==> src/rtl/cbba_pkg.sv <==
`default_nettype none

package cbba_pkg;

   localparam int MAX_BLOCKS = 16384;
   localparam int MAX_RUN    = 256;
   localparam int WORD_BITS  = 32;
   localparam int MAP_WORDS  = MAX_BLOCKS / WORD_BITS;

   localparam int PTR_W  = $clog2(MAX_BLOCKS) + 1;   // holds the limit itself
   localparam int BLK_W  = $clog2(MAX_BLOCKS);
   localparam int WIDX_W = $clog2(MAP_WORDS);
   localparam int BIT_W  = $clog2(WORD_BITS);
   localparam int RUN_W  = 9;
   localparam int STAT_W = 2;
   localparam int KIND_W = 2;

   localparam int REQ_DATA_W = 32;
   localparam int RSP_DATA_W = 48;

   typedef enum logic [KIND_W-1:0] {
      REQ_ALLOC = 2'd0,
      REQ_MARK  = 2'd1,
      REQ_READ  = 2'd2,
      REQ_NONE  = 2'd3
   } req_kind_type;

   typedef enum logic [STAT_W-1:0] {
      ST_OK           = 2'd0,
      ST_EXHAUSTED    = 2'd1,
      ST_OUT_OF_RANGE = 2'd2
   } rsp_status_type;

   typedef enum logic [3:0] {
      S_CLEAR,
      S_IDLE,
      S_SKIP_FETCH,
      S_SKIP,
      S_CHECK_FETCH,
      S_CHECK,
      S_FOUND,
      S_MARK_CHECK,
      S_MARK_FETCH,
      S_MARK_WRITE,
      S_READ_FETCH,
      S_DONE
   } ctrl_state_type;

   typedef struct packed {
      logic clear_wr;
      logic load_req;
      logic rd_pos;
      logic skip_take;
      logic to_block;
      logic next_word;
      logic found;
      logic fail;
      logic range_err;
      logic mark_write;
      logic rsp_load;
   } dp_cmd_type;

   typedef struct packed {
      logic clear_last;
      logic pos_at_limit;
      logic skip_hit;
      logic skip_cross;
      logic need_one;
      logic chk_fit;
      logic chk_blocked;
      logic run_zero;
      logic mark_last;
      logic rsp_free;
   } dp_stat_type;

   // Lowest set bit of a word: {any, index}.
   function automatic logic [BIT_W:0] lowest_set(input logic [WORD_BITS-1:0] v);
      logic [BIT_W:0] r;
      r = '0;
      for (int i = WORD_BITS - 1; i >= 0; i--) begin
         if (v[i]) begin
            r = {1'b1, BIT_W'(i)};
         end
      end
      return r;
   endfunction

endpackage

`default_nettype wire

==> src/rtl/cbba_ctrl.sv <==
`default_nettype none

module cbba_ctrl
   import cbba_pkg::*;
(
   input  wire logic        clock,
   input  wire logic        reset,
   input  wire logic        req_tvalid,
   output logic             req_tready,
   input  wire logic [KIND_W-1:0] req_kind,
   input  wire dp_stat_type stat,
   output dp_cmd_type       cmd
);

   ctrl_state_type state_ff;
   ctrl_state_type state_in;

   always_ff @(posedge clock) begin
      if (reset) begin
         state_ff <= S_CLEAR;
      end else begin
         state_ff <= state_in;
      end
   end

   always_comb begin
      state_in   = state_ff;
      cmd        = '0;
      req_tready = 1'b0;
      unique case (state_ff)
         S_CLEAR: begin
            cmd.clear_wr = 1'b1;
            if (stat.clear_last) begin
               state_in = S_IDLE;
            end
         end
         S_IDLE: begin
            req_tready = 1'b1;
            if (req_tvalid) begin
               cmd.load_req = 1'b1;
               unique case (req_kind_type'(req_kind))
                  REQ_ALLOC: state_in = S_SKIP_FETCH;
                  REQ_MARK:  state_in = S_MARK_CHECK;
                  REQ_READ:  state_in = S_READ_FETCH;
                  REQ_NONE:  state_in = S_DONE;
                  default:   state_in = S_DONE;
               endcase
            end
         end
         S_SKIP_FETCH: begin
            if (stat.pos_at_limit) begin
               cmd.fail = 1'b1;
               state_in = S_DONE;
            end else begin
               cmd.rd_pos = 1'b1;
               state_in   = S_SKIP;
            end
         end
         S_SKIP: begin
            if (stat.skip_hit) begin
               cmd.skip_take = 1'b1;
               priority if (stat.need_one) begin
                  state_in = S_FOUND;
               end else if (stat.skip_cross) begin
                  state_in = S_CHECK_FETCH;
               end else begin
                  state_in = S_CHECK;
               end
            end else begin
               cmd.next_word = 1'b1;
               state_in      = S_SKIP_FETCH;
            end
         end
         S_CHECK_FETCH: begin
            if (stat.pos_at_limit) begin
               cmd.fail = 1'b1;
               state_in = S_DONE;
            end else begin
               cmd.rd_pos = 1'b1;
               state_in   = S_CHECK;
            end
         end
         S_CHECK: begin
            priority if (stat.chk_fit) begin
               state_in = S_FOUND;
            end else if (stat.chk_blocked) begin
               cmd.to_block = 1'b1;
               state_in     = S_SKIP;
            end else begin
               cmd.next_word = 1'b1;
               state_in      = S_CHECK_FETCH;
            end
         end
         S_FOUND: begin
            cmd.found = 1'b1;
            state_in  = stat.run_zero ? S_DONE : S_MARK_FETCH;
         end
         S_MARK_CHECK: begin
            if (stat.pos_at_limit) begin
               cmd.range_err = 1'b1;
               state_in      = S_DONE;
            end else begin
               state_in = S_MARK_FETCH;
            end
         end
         S_MARK_FETCH: begin
            cmd.rd_pos = 1'b1;
            state_in   = S_MARK_WRITE;
         end
         S_MARK_WRITE: begin
            cmd.mark_write = 1'b1;
            state_in       = stat.mark_last ? S_DONE : S_MARK_FETCH;
         end
         S_READ_FETCH: begin
            cmd.rd_pos = 1'b1;
            state_in   = S_DONE;
         end
         S_DONE: begin
            if (stat.rsp_free) begin
               cmd.rsp_load = 1'b1;
               state_in     = S_IDLE;
            end
         end
         default: begin
            state_in = S_IDLE;
         end
      endcase
   end

endmodule

`default_nettype wire

==> config.mk <==
export PLATFORM = sky130hd
export DESIGN_NAME = cbba_ctrl
export DESIGN_NICKNAME = d
export VERILOG_FILES = /design/src/rtl/cbba_pkg.sv /design/src/rtl/cbba_ctrl.sv
export SDC_FILE = /design/constraint.sdc
export NUM_CORES = 1
export LEC_CHECK = 0
export ABC_AREA = 0
export BUFFER_PORTS_ARGS = -buffer_cell sky130_fd_sc_hd__buf_2
export CORE_UTILIZATION = 41
export CTS_CLUSTER_SIZE = 12
export DETAILED_ROUTE_END_ITERATION = 12
export GPL_TIMING_DRIVEN = 1
export PLACE_DENSITY = 0.74
export SYNTH_ARGS = -nofsm -noshare
export SYNTH_HDL_FRONTEND = slang
export SYNTH_SLANG_ARGS = --single-unit
==> constraint.sdc <==
create_clock -name clock -period 1.3 [get_ports clock]
set_input_delay 0.325 -clock clock [delete_from_list [all_inputs] [get_ports clock]]
set_output_delay 0.325 -clock clock [all_outputs]
set_load 0.05 [all_outputs]
==> results of run 1 <==
synthesized netlist by cell type, drive strengths merged, types with 2 or more instances:
library cell	number
o21ai	5
or3	2
nand3	2
or2	2
nor3	4
a2111o	2
dfxtp	4
nor2	12
buf	6
nand2	5
inv	3
nand2b	5
nor3b	2
a21oi	9
cell families after synthesis:
group                  count (synthesis)  synth area share, %
buffers and inverters                 10                 9.64
muxes                                  1                 1.89
and+or+nand+nor                       41                 41.5
AOI/OAI and AO/OA                     27                 33.5
DFF                                    4                 13.4
per-stage QoR:
step | setup WS, ps | instances | hold WS, ps | setup TNS, ps
after floorplan | -363 | 83 | 391 | -2640
after global placement | -302 | 146 | 556 | -3200
after detailed placement | -326 | 146 | 561 | -3550
==> results.py, run 1 <==
metrics = {
    "outcome": {
        "outcome": "aborted with a tool error",
        "failed_stage": "clock tree synthesis (4_1_cts)",
        "error": "[ERROR DPL-0038] Utilization greater than 100%, impossible to legalize",
    },
    "synth": {
        "syn-num-nets": 98,
        "syn_avg_cell_area_sq_um": 7.19,
        "synth-seq-cells": 4,
        "async_reset_ff_share_pct": 0,
        "yosysWarnings": 0,
        "netlist_instances": 83,
        "synth_cell_type_count": 38,
        "synth_edf_count": 0,
        "synth_top_cell_area_share_pct": 13.4,
        "ys.flop_type": "dfxtp_1",
        "synth_top_area_cell": "dfxtp_1",
        "ys_top_cells_by_area": "dfxtp_1, a21oi_1, nor2_1",
        "synth_area_sq_um": 597,
        "ys_seq_area_share_pct": 13.4,
    },
    "clock_network": {
        "cts_setup_buffers": 14,
        "cts-root-buf": "clkbuf_4",
        "cts_resized": 53,
        "hold_buffers": 0,
        "h-tree-depth": 1,
        "cts_sinks": 4,
        "cts_buffers": 3,
        "clockBufferDepth": 2,
    },
    "floorplanning": {
        "die_y_um": 40.2,
        "num_io_pins": 27,
        "die-width_um": 40.2,
        "initial_core_util_pct": 44.7,
        "rows": 13,
    },
    "place": {
        "placed_cell_area_sq_um": 1040,
        "gp_congestion": 0.898,
        "io_buffers": 26,
        "dp_hpwl_mm": 1.83,
    },
}
==> inputs of run 2 (changes only) <==
Settings changed: CORE_AREA set to 2 2 63 65, CORE_UTILIZATION 41 to not set, CTS_CLUSTER_SIZE 12 to not set, DIE_AREA set to 0 0 65 67, PLACE_DENSITY 0.74 to not set, PLACE_DENSITY_LB_ADDON set to 0.15.
Clock period 1.3 ns to 1.7 ns, I/O delays scaled along.
==> results.py, run 2 <==
metrics = {
    "outcome": {
        "outcome": "finished with violations",
        "violations": "setup timing",
    },
    "finish": {
        "drive_gt1_share_pct": 56.2,
        "antenna_cells": 0,
        "largest_register_ffs": 4,
        "post-route-util_pct": 29.3,
        "final_cells": 169,
        "layout_commonest_cell": "buf_4",
        "regMostFlops": "state_ff",
        "n_fill_cell": 409,
        "nNetsFinal": 138,
        "reg_top3": "state_ff: 4 flops",
        "final_cell_mix": "buf_4, buf_2, nor2_1",
        "post-route-cell-area_sq_um": 1050,
        "syn_to_final_growth_pct": 76.7,
    },
    "sta": {
        "timing.hold.ws_ps": 426,
        "max_freq_mhz": 574,
        "rsz0062_at_grt": "true",
        "fin_ws_ps": -43.3,
        "finalHoldViolCount": 0,
        "setup_viol": 2,
        "slew_violations": 0,
        "relSlewSlack_pct": 71.7,
        "clock-skew-final_ps": 1.81,
        "fin_crit_sh_pct": 103,
        "min_period_ps": 1740,
        "worstMarginPinSlew_ps": 419,
    },
    "clock_network": {
        "clkTransAtPathRegs_ps": 30,
        "cts_sinks": 4,
        "clkLatencyLatePin_ps": 210,
        "hold_buffers": 0,
        "cts-root-buf": "clkbuf_8",
        "tritoncts": "yes",
        "clockBufferDepth": 2,
        "cts_buffers": 3,
        "h-tree-depth": 1,
    },
    "detailed_routing": {
        "dr.pass1.iters": 4,
        "drt-total-wl_mm": 2.22,
        "via_count": 749,
        "first_iter_violations": 27,
        "post_drt_wl_per_cell_um": 13.1,
        "antenna_left": 0,
        "vias_per_cell": 4.43,
        "drc": 0,
    },
    "synth": {
        "syn-num-nets": 98,
        "ys_seq_area_share_pct": 13.4,
        "synth_edf_count": 0,
        "netlist_instances": 83,
        "synth_commonest_cells": "nor2_1, a21oi_1, nand2_1",
        "synth_compound_area_share_pct": 33.5,
        "yosys.area_share.simple_pct": 41.5,
        "syn_avg_cell_area_sq_um": 7.19,
        "synth-seq-cells": 4,
        "ys_top_cells_by_area": "dfxtp_1, a21oi_1, nor2_1",
        "ys.flop_type": "dfxtp_1",
        "synth_cell_type_count": 38,
        "synth_most_common_cell": "nor2_1",
        "async_reset_ff_share_pct": 0,
        "synth_top_cell_area_share_pct": 13.4,
        "synth_area_sq_um": 597,
        "yosysWarnings": 0,
        "synthAdderAreaFrac_pct": 0,
        "synth_top_family_by_area": "simple AND/OR/NAND/NOR gates",
        "synth_top_area_cell": "dfxtp_1",
        "muxShareOfSynthArea_pct": 1.89,
        "synth-xor-area-share_pct": 0,
    },
    "run": {
        "max-cap-violations": 0,
    },
    "place": {
        "dp_hpwl_mm": 1.85,
        "dp_cells": 165,
        "placed_cell_area_sq_um": 927,
        "io_buffers": 26,
        "gp_congestion": 0.745,
    },
    "floorplanning": {
        "num_io_pins": 27,
        "die_area_sq_um": 4360,
        "die_y_um": 67,
        "initial_core_util_pct": 16.6,
        "die-width_um": 65,
        "rows": 22,
        "fp.coreArea_sq_um": 3610,
    },
    "setup_path": {
        "reg2reg_slack_ps": 190,
        "r2r_start": "state_ff[1]$_SDFFE_PP0P_",
        "cp-end-kind": "output pin",
        "ff2ff_path_depth": 5,
        "critPathLaunchType": "flip-flop",
        "critPathMaxFanout": 8,
        "setup.worst_path.start": "state_ff[1]$_SDFFE_PP0P_",
        "crit_type": "flip-flop to output pin",
        "endpoint": "cmd[5]",
        "cp_data_required_time_ps": 1270,
        "r2r-end": "state_ff[0]$_SDFFE_PP0P_",
        "arrival_ps": 1320,
    },
    "power": {
        "powerDensity_nw_per_um2": 512,
        "fin_total_pwr_uw": 540,
        "cellLeakagePower_uw": 0.000418,
        "ir_drop_v": 0.000214,
    },
    "global_route": {
        "grt_pass1_vias": 759,
        "track_usage_pct": 10.9,
        "grt_max_degree": 17,
        "grt_overflow": 0,
        "grt_pass1_wl_mm": 3.57,
        "antenna_found_initial": 0,
    },
    "min_path": {
        "hp-class": "primary input to flip-flop",
    },
}
## run 2: cell counts after synthesis
No cell type changed its count.
## run 2: logic make-up after synthesis
logic type | after synthesis
flip-flops | 4
buffers and inverters | 10
multiplexers | 1
AND/OR/NAND/NOR | 41
AO/OA/AOI/OAI | 27
## run 2: area by class of cell
class                           instances  area (sq um)  share of cell area, %
Timing Repair Buffer                   42           319                   30.2
Multi-Input combinational cell         69           533                   50.5
Inverter                                3          11.3                   1.07
Clock buffer                            3          41.3                   3.91
Tap cell                               48          60.1                   5.69
Sequential cell                         4          90.1                   8.54
## run 2: power by group
| part | switching, uW | internal, uW | total [uW] |
|---|---|---|---|
| clock network | 45.4 | 151 | 196 |
| logic | 130 | 103 | 233 |
| registers | 11.9 | 99.3 | 111 |
| total | 187 | 353 | 540 |
## run 2: how the worst min path moves through the flow
stage                     cells after the start                        to  startpoint  slack (ps)
after floorplan                               1  state_ff[1]$_SDFFE_PP0P_       reset         490
after global placement                        2  state_ff[0]$_SDFFE_PP0P_       reset         650
after detailed placement                      2  state_ff[1]$_SDFFE_PP0P_       reset         650
after CTS                                     2  state_ff[1]$_SDFFE_PP0P_       reset         420
after global routing                          2  state_ff[1]$_SDFFE_PP0P_       reset         430
final                                         2  state_ff[1]$_SDFFE_PP0P_       reset         430
## run 2: repair_timing
item / CTS / global route
gates resized for setup: 17 / 12
endpoints found under the hold margin: 0 / 0
buffers inserted: 0 / 1
setup endpoints to repair: 12 / 11
## run 2: worst max-delay path: stages (launching register included)
cell	delay, ps
dfxtp_4	360
nand2b_4	170
o32a_1	320
nor2_4	100
buf_8	150
## run 2: per-layer routing
layer	GRT usage (%)	wire length (um)
met4	6.91	67
met2	18.2	1050
met3	1.01	104
met5	0	0
met1	13.5	998
## run 2: stage by stage
stage          TNS [ps]  setup slack, ps
2_1_floorplan      -617             -295
3_3_place_gp          0             41.5
3_5_place_dp          0             28.8
4_1_cts            -119            -51.5
5_1_grt            -373            -92.8
6_report          -83.3            -43.3
No activity file was read; power rests on OpenSTA's default activity.
